$ cat src/rtl/tbwlc_pkg.sv
`timescale 1ns / 1ps
// ----------------------------------------------------------------------------
// tbwlc_pkg
// shared widths, register indexes and controller command/status types
// ----------------------------------------------------------------------------
package tbwlc_pkg;

   localparam int NOISE_BITS = 16;
   localparam int COUNT_BITS = 32;
   localparam int NOISE_FRAC = 12;
   localparam int CSR_IDX_BITS = 3;
   localparam int CSR_DATA_BITS = 32;

   typedef enum logic [CSR_IDX_BITS-1:0] {
      CSR_DECAY   = 3'd0,
      CSR_DRIFT   = 3'd1,
      CSR_NOISE   = 3'd2,
      CSR_PULL    = 3'd3,
      CSR_PREFAC  = 3'd4,
      CSR_INVCON  = 3'd5,
      CSR_STIFF   = 3'd6,
      CSR_LIMIT   = 3'd7
   } csr_idx_type;

   // datapath operation selected by the controller; most drive the shared multiplier
   typedef enum logic [3:0] {
      OP_NONE   = 4'd0,
      OP_LOAD   = 4'd1,  // capture noise, compute extension
      OP_FORCE  = 4'd2,  // stiffness * trap
      OP_RATIO  = 4'd3,  // ext * inv_contour
      OP_DIVST  = 4'd4,  // start divider
      OP_DIVIT  = 4'd5,  // one divider step
      OP_SQUARE = 4'd6,  // w * w, bracket sum
      OP_CHAIN  = 4'd7,  // prefactor * s
      OP_DECAY  = 4'd8,  // decay * trap
      OP_DRIFT  = 4'd9,  // drift * wlc
      OP_NOISE  = 4'd10, // noise gain * noise
      OP_COMMIT = 4'd11  // publish result and update state
   } op_type;

   typedef struct packed {
      op_type op;
   } ctl_cmd_type;

   typedef struct packed {
      logic div_done;
      logic clip;
   } ctl_stat_type;

endpackage

$ cat src/rtl/tbwlc_ctrl.sv
`timescale 1ns / 1ps
// ----------------------------------------------------------------------------
// tbwlc_ctrl
// sequencer stepping the shared datapath through one time step
// ----------------------------------------------------------------------------
module tbwlc_ctrl (
   input  logic                   clock,
   input  logic                   reset,
   input  logic                   req_valid,
   output logic                   req_stall,
   input  logic                   out_busy,
   input  tbwlc_pkg::ctl_stat_type stat,
   output tbwlc_pkg::ctl_cmd_type  cmd
);
   import tbwlc_pkg::*;

   typedef enum logic [11:0] {
      S_IDLE   = 12'b000000000001,
      S_FORCE  = 12'b000000000010,
      S_RATIO  = 12'b000000000100,
      S_DIVST  = 12'b000000001000,
      S_DIVIT  = 12'b000000010000,
      S_SQUARE = 12'b000000100000,
      S_CHAIN  = 12'b000001000000,
      S_DECAY  = 12'b000010000000,
      S_DRIFT  = 12'b000100000000,
      S_NOISE  = 12'b001000000000,
      S_WAIT   = 12'b010000000000,
      S_COMMIT = 12'b100000000000
   } state_type;

   state_type state_ff, state_in;

   assign req_stall = (state_ff != S_IDLE);

   always_comb begin
      state_in = state_ff;
      cmd.op   = OP_NONE;
      case (state_ff)
         S_IDLE: begin
            if (req_valid) begin
               cmd.op   = OP_LOAD;
               state_in = S_FORCE;
            end
         end
         S_FORCE: begin
            cmd.op = OP_FORCE;  state_in = S_RATIO;
         end
         S_RATIO: begin
            cmd.op = OP_RATIO;  state_in = S_DIVST;
         end
         S_DIVST: begin
            cmd.op = OP_DIVST;
            state_in = stat.clip ? S_DECAY : S_DIVIT;
         end
         S_DIVIT: begin
            cmd.op = OP_DIVIT;
            if (stat.div_done) state_in = S_SQUARE;
         end
         S_SQUARE: begin
            cmd.op = OP_SQUARE; state_in = S_CHAIN;
         end
         S_CHAIN: begin
            cmd.op = OP_CHAIN;  state_in = S_DECAY;
         end
         S_DECAY: begin
            cmd.op = OP_DECAY;  state_in = S_DRIFT;
         end
         S_DRIFT: begin
            cmd.op = OP_DRIFT;  state_in = S_NOISE;
         end
         S_NOISE: begin
            cmd.op = OP_NOISE;  state_in = S_WAIT;
         end
         S_WAIT: begin
            if (!out_busy) state_in = S_COMMIT;
         end
         S_COMMIT: begin
            cmd.op = OP_COMMIT; state_in = S_IDLE;
         end
         default: state_in = S_IDLE;
      endcase
   end

   always_ff @(posedge clock) begin
      if (reset) state_ff <= S_IDLE;
      else       state_ff <= state_in;
   end

endmodule

$ cat config.mk
export PLATFORM = sky130hd
export DESIGN_NAME = tbwlc_ctrl
export DESIGN_NICKNAME = d
export VERILOG_FILES = /design/src/rtl/tbwlc_pkg.sv /design/src/rtl/tbwlc_ctrl.sv
export SDC_FILE = /design/constraint.sdc
export NUM_CORES = 1
export LEC_CHECK = 0
export BUFFER_PORTS_ARGS = -buffer_cell sky130_fd_sc_hd__buf_2
export CAP_MARGIN = 25
export CORE_UTILIZATION = 55
export DETAILED_ROUTE_END_ITERATION = 8
export PLACE_DENSITY = 0.81
export SYNTH_ARGS = -nofsm -noshare
export SYNTH_HDL_FRONTEND = slang
export SYNTH_SLANG_ARGS = --single-unit
$ cat constraint.sdc
create_clock -name clock -period 7.7 [get_ports clock]
set_clock_uncertainty 0.2 [all_clocks]
set_input_delay 1.54 -clock clock [delete_from_list [all_inputs] [get_ports clock]]
set_output_delay 1.54 -clock clock [all_outputs]
set_load 0.1 [all_outputs]
After elaboration in Yosys (flattened, before gate mapping):

Index checks and enable logic that the tools add are counted.

* bits of input ports: 6
* flip-flop bits (word level): 12

* equal/unequal tests: 16
* multiplexer cells: 7
* reduce and logical (&&, ||, !) cells: 1

Operator list (count)
* $pmux W12 S11: 1
* $pmux W4 S11: 1
* $mux W12: 3
* $eq A12 B1 Y1 const B: 1
* $eq A12 B10 Y1 const B: 1
* $eq A12 B11 Y1 const B: 1
* $eq A12 B12 Y1 const B: 1
* $eq A12 B2 Y1 const B: 1
* $eq A12 B3 Y1 const B: 1
* $eq A12 B4 Y1 const B: 1
* $eq A12 B5 Y1 const B: 1
* $eq A12 B6 Y1 const B: 1
* $eq A12 B7 Y1 const B: 1
* $eq A12 B8 Y1 const B: 1
* $eq A12 B9 Y1 const B: 1
* $ne A12 B1 Y1 const B: 1
* $mux W8: 1
* $ne A2 B2 Y1 const B: 3
* $reduce_and A3 Y1: 1
* $mux W1: 1

Longest topological paths before layout:

Gate-level depths: netlist of the first run.

* word-level depth: 3
* mapped depth: 5
* gate-level depth less buffers: 4

Worst setup path before layout of the first run:

Ideal clock, no wire load.

* path type: register to output
* from: register state_ff[2]
* to: output port cmd[3] in the netlist's numbering
* data required time: 5.960 ns
* slack: 2.477 ns
* cell stages (with the launch flop): 5
* arrival: 3.483 ns
* cell sequence: dfxtp_1 > buf_6 > or4_4 > or4_4 > o21ai_0

RTL lines
* start, declared: RTL line tbwlc_ctrl.sv:32 `state_type state_ff, state_in;`
* start signal, assigned: RTL line tbwlc_ctrl.sv:87 `else state_ff <= state_in;`
* end, declared: RTL line tbwlc_ctrl.sv:13 `output tbwlc_pkg::ctl_cmd_type cmd`

==> flow_summary.toml, run 1 <==
[run_status]
status = "complete, no violations"

[cts]
path_clk_slew_ns = 0.08
cts_root_buffer = "clkbuf_4"
clk_latency_ns = 0.28
cts_buffer_depth = 2
cts_tree = "yes"
htree_levels = 1
post_cts_buffers = 0
numCtsBuffers = 3
cts_resized = 0
cts_hold_buf = 0
cts_sinks = 12

[floorplan]
die_y_um = 39.8
ios = 11
die_width_um = 39.8
fp.coreArea_um2 = 1320
start_util_pct = 59.6
dieArea_um2 = 1580
core.rowCount = 13

[place]
portBuffers = 10
placedCellCount = 114
postPlaceCellArea_um2 = 812
gp_congestion = 0.956
place_hpwl_mm = 1.27

[setup_path]
arrival_ns = 2.69
startpoint = "state_ff[2]"
r2r-end = "state_ff[8]"
reg2reg_slack_ns = 5.37
path_max_fanout = 10
end_kind = "output pin"
worst-endpoint-required_ns = 5.96
cp-start-kind = "flip-flop"
rr_worst_depth = 4
timing.rr.start = "state_ff[2]"
cp-endpoint = "cmd[0]"
path_class = "flip-flop to output pin"

[power_and_ir_drop]
total_power_uw = 183
ir_drop_v = 0.000154
power.density_nw_per_um2 = 216
p_leak_uw = 0.000328

[hold_path]
whs_path_depth = 2
holdCritPathClass = "flip-flop to flip-flop"

[sta]
period_minus_slack_ns = 4.43
tns_ns = 0
finalSetupViolations = 0
timing.fmax_mhz = 226
period_share_pct = 57.6
hold_violations = 0
rsz0062_at_grt = "no"
worst_slew_pin_slew_ns = 0.564
slew_headroom_pct = 62.0
finalMaxSlewViolations = 0

[routing]
ant_nets = 0
drtPass1Iterations = 4
drtIter0Drc = 33
drc = 0
vias = 781
drt-total-wl_mm = 1.74
post_drt_wl_per_cell_um = 14.7
vias_per_cell = 6.62

[global_route]
overflow = 0
grt_max_degree = 13
grt_pass1_vias = 629
antenna_found_initial = 0
grt_pass1_wl_mm = 2.79
grt_use_total_pct = 27.0

[logic_synthesis]
synth_seq_cells = 12
yosysWarningCount = 0
synth_top_cell_area_share_pct = 30.6
synthFlopType = "dfxtp_1"
synthArstFlopShare_pct = 0
synth-edff-count = 0
synth_area_um2 = 786
yosysTopAreaCell = "dfxtp_1"
postSynthCellCount = 98
synth.avg_cell_area_um2 = 8.02
ys_seq_area_share_pct = 30.6
synthDistinctLibCells = 36
synthesis.nets = 104
synth.top_cells.by_area = "dfxtp_1 (31%), or4_1 (4.8%), xor2_1 (4.5%)"

[finish]
antenna_cells = 0
post-route-cell-area_um2 = 848
syn_to_final_growth_pct = 7.96
utilization_pct = 64.4
registers.top_by_ff_count = "state_ff"
largest_register_ffs = 12
final_nets = 110
finalNonFillerCells = 118
layout-drive-gt1-share_pct = 18.4
reg.largest.list = "state_ff x12"

[run]
cap_violations = 0
==> placed cells by master, fill, tap and decap left out, drive strengths merged, types with 2 or more instances in the layout <==
master / instances
o22ai: 2
nand2b: 4
dfxtp: 12
nor3: 5
or3: 5
buf: 10
o21ai: 7
nor4b: 2
nand3: 5
xor2: 4
nand3b: 3
clkbuf: 4
nand2: 2
nor2: 9
inv: 2
and3: 2
a21oi: 2
nor4: 3
or4: 7
xnor2: 2
==> metrics by stage <==
step           hold slack [ns]  setup WS, ns
2_1_floorplan            0.313          2.48
3_3_place_gp             0.349          3.62
3_5_place_dp             0.349          3.57
4_1_cts                  0.362          3.27
5_1_grt                  0.404          3.19
6_report                 0.365          3.27
==> logic make-up after synthesis <==
group           Yosys count  synth area share (%)
simple gates             51                  40.6
mux                       1                  1.27
buf+inv                  11                  6.37
flops                    12                  30.6
xor+xnor                  6                  6.69
compound gates           17                  14.5
==> cells in the mapped netlist (3+ instances only) <==
| cell type | n |
|---|---|
| o21ai_0 | 6 |
| xor2_1 | 4 |
| nand3_1 | 5 |
| or4_1 | 5 |
| dfxtp_1 | 12 |
| or3_1 | 4 |
| clkbuf_1 | 7 |
| nor2_1 | 9 |
| nor3_1 | 5 |
| nand2b_1 | 4 |
| nand3b_1 | 3 |
==> final cells by class <==
cell class                 instances  area [um^2]
multi-input combinational         75          495
fill                             110          469
sequential                        12          240
timing repair buffer              10         50.0
clock buffer                       4         36.3
tap                               15         18.8
inverter                           2         7.51
==> where the power goes <==
part | switching (uW) | internal, uW
combinational | 46.6 | 16.0
clock | 22.4 | 28.8
sequential | 4.28 | 64.7
total | 73.4 | 109
==> worst max-delay path, stage by stage, from the launching register on <==
cell and delay, ns:
dfxtp_1 0.40, or4_4 0.54, or4_4 0.46, or4_1 0.50, o211ai_2 0.07, buf_2 0.44
==> how the worst min path moves through the flow <==
stage                      start            to  slack [ns]
global route         state_ff[8]   state_ff[9]        0.40
detailed placement   state_ff[8]   state_ff[9]        0.35
floorplan           state_ff[10]  state_ff[10]        0.31
CTS                  state_ff[8]   state_ff[9]        0.36
global placement     state_ff[8]   state_ff[9]        0.35
finish              state_ff[10]  state_ff[10]        0.37
==> per-layer routing <==
layer  vias to the layer above  wire, um  track usage [%]  part of all wire [%]
met5                         -         0                0                     0
met4                         0        55             14.7                   3.2
met3                         9       134             6.82                   7.7
met2                        36       764             38.9                    44
met1                       355       783             35.9                    45
li1                        381         -                -                     -
(Power assumes the default switching activity.)
==> run 2: changes to the inputs <==
--- a/config.mk
+++ b/config.mk
@@ -5,11 +5,12 @@
 export SDC_FILE = /design/constraint.sdc
 export NUM_CORES = 1
 export LEC_CHECK = 0
+export ABC_AREA = 1
 export BUFFER_PORTS_ARGS = -buffer_cell sky130_fd_sc_hd__buf_2
 export CAP_MARGIN = 25
-export CORE_UTILIZATION = 55
+export CORE_UTILIZATION = 53
 export DETAILED_ROUTE_END_ITERATION = 8
-export PLACE_DENSITY = 0.81
+export PLACE_DENSITY = 0.79
 export SYNTH_ARGS = -nofsm -noshare
 export SYNTH_HDL_FRONTEND = slang
 export SYNTH_SLANG_ARGS = --single-unit
==> constraint.sdc (replaced) <==
create_clock -name clock -period 4.4 [get_ports clock]
set_clock_uncertainty 0.2 [all_clocks]
set_input_delay 0.88 -clock clock [delete_from_list [all_inputs] [get_ports clock]]
set_output_delay 0.88 -clock clock [all_outputs]
set_load 0.1 [all_outputs]
==> run 2 against run 1 <==
Sequential share of layout area rose by 1.7 points; critical endpoint is now cmd[1]; routed wire length fell by 15%; highest routed layer unchanged; setup slack got worse by 1.8 ns; total power rose by 130%; first-iteration DRC count fell by 82%; combinational power rose to 3.7 times the previous value; synthesized area fell by 8.0%; synthesized cell count rose by 13%; final cell count rose by 16%.
==> flow_summary.toml, run 2 <==
[place]
portBuffers = 10
postPlaceCellArea_um2 = 777
place_hpwl_mm = 1.19
gp_congestion = 0.800

[finish]
layout_commonest_cell = "nand2_1"
final_cell_mix = "nand2_1 (30), inv_1 (15), nor2_1 (14)"
registers.top_by_ff_count = "state_ff"
layout-drive-gt1-share_pct = 20.3
reg.largest.list = "state_ff x12"
largest_register_ffs = 12
antenna_cells = 0
multi_input_area_um2 = 413
final_nets = 131
post-route-cell-area_um2 = 800
fillers = 118
syn_to_final_growth_pct = 10.6
register_area_um2 = 240

[logic_synthesis]
synth_seq_cells = 12
synthFlopType = "dfxtp_1"
postSynthCellCount = 111
synth.avg_cell_area_um2 = 6.52
synth_top_cell_area_share_pct = 33.2
synth.top_cells.by_area = "dfxtp_1 (33%), nand2_1 (16%), inv_1 (7.8%)"
yosysMostFrequentCell = "nand2_1"
synthDistinctLibCells = 20
ys_seq_area_share_pct = 33.2
synth_area_um2 = 723
yosysTopAreaCell = "dfxtp_1"
yosysWarningCount = 0
synthArstFlopShare_pct = 0
synthesis.nets = 117
synthTopCellsByCount = "nand2_1 (30), inv_1 (15), nor2_1 (14)"
synth-edff-count = 0

[cts]
cts_resized = 0
clk_latency_ns = 0.28
path_clk_slew_ns = 0.07
cts_buffer_depth = 2
post_cts_buffers = 0
cts_root_buffer = "clkbuf_4"
cts_sinks = 12
htree_levels = 1
cts_hold_buf = 0
cts_tree = "yes"
numCtsBuffers = 3

[setup_path]
path_max_fanout = 5
path_class = "flip-flop to output pin"
arrival_ns = 1.87
cp-start-kind = "flip-flop"
end_kind = "output pin"
worst-endpoint-required_ns = 3.32

[global_route]
grt_max_degree = 12
grt_pass1_vias = 628
antenna_found_initial = 0
overflow = 0
grt_use_total_pct = 23.7
grt_pass1_wl_mm = 2.39

[floorplan]
ios = 11
fp.coreArea_um2 = 1190
start_util_pct = 61.0
die_y_um = 38.9
core.rowCount = 12
die_width_um = 38.9
dieArea_um2 = 1520

[routing]
post_drt_wl_per_cell_um = 10.8
ant_nets = 0
drtPass1Iterations = 4
vias_per_cell = 5.10
drtIter0Drc = 6
drt-total-wl_mm = 1.48
vias = 699
drc = 0

[sta]
finalMaxSlewViolations = 0
timing.fmax_mhz = 339
period_share_pct = 67.0
tns_ns = 0
slew_headroom_pct = 67.7
worst_slew_pin_slew_ns = 0.488
hold_violations = 0
finalSetupViolations = 0
rsz0062_at_grt = "no"
whs_ns = 0.383
period_minus_slack_ns = 2.95

[run]
cap_violations = 0

[run_status]
status = "complete, no violations"

[power_and_ir_drop]
p_leak_uw = 0.000420
total_power_uw = 426
ir_drop_v = 0.000504
power.density_nw_per_um2 = 533

[hold_path]
holdCritPathClass = "flip-flop to flip-flop"
## run 2: cell types whose count changed in the layout (fill, tap and decap cells not counted), moves of 4 or more
cell / change
nand2_1: +28
inv_1: +13
nor3_1: +6
nor2_1: +5
or4_1: -5
nand2b_1: -4
o21ai_0: -4
or3_1: -4
xor2_1: -4
## run 2: final cells by class
class | count | share of cell area [%]
flip-flops and latches | 12 | 30.0
inverters | 15 | 7.04
clock buffers | 3 | 2.82
repair buffers | 10 | 6.26
multi-input cells | 83 | 51.6
well taps | 14 | 2.19
## run 2: path summary, 6_finish.rpt
kind / end / slack (ns) / cells after the start / from
worst max-delay path: cmd[1] / 1.45 / 7 / state_ff[2]
worst min-delay path: state_ff[2] / 0.38 / 4 / state_ff[1]
worst max register to register: state_ff[3] / 2.88 / 6 / state_ff[3]
worst min register to register: state_ff[2] / 0.38 / 4 / state_ff[1]
## run 2: metrics by stage
stage               setup slack [ns]  util [%]  cells
floorplan                       1.64         -    111
global placement                1.76      65.5    134
detailed placement              1.75      65.5    134
CTS                             1.45      67.4    137
global route                    1.32      67.4    137
finish                          1.45      67.4    137
## run 2: metal layers
metal  vias to the layer above  GRT usage, %  part of all wire [%]
li1                        376             -                     -
met1                       306          26.7                    45
met2                        12          42.1                    51
met3                         5          3.47                   2.2
met4                         0          12.9                   2.1
met5                         -             0                     0
## run 2: critical path, stage by stage, from the launching register on
cell and delay, ns:
dfxtp_1 0.34, nor2_1 0.12, nand2_1 0.12, nor2_2 0.20
nand2_1 0.13, and2_1 0.19, nand3_1 0.07, buf_2 0.43
## run 2: cell families (layout without fill, tap and decap cells)
group / Yosys count / after routing / share of synthesized area [%]
buf+inv: 16 / 28 / 9.69
flops: 12 / 12 / 33.2
simple gates: 78 / 78 / 53.1
compound gates: 5 / 5 / 3.98
## run 2: where the power goes
part,internal [uW],total [uW],switching (uW)
registers,119,127,7.94
logic,45.2,229,184
clock network,31.8,69.5,37.8
total,196,426,230
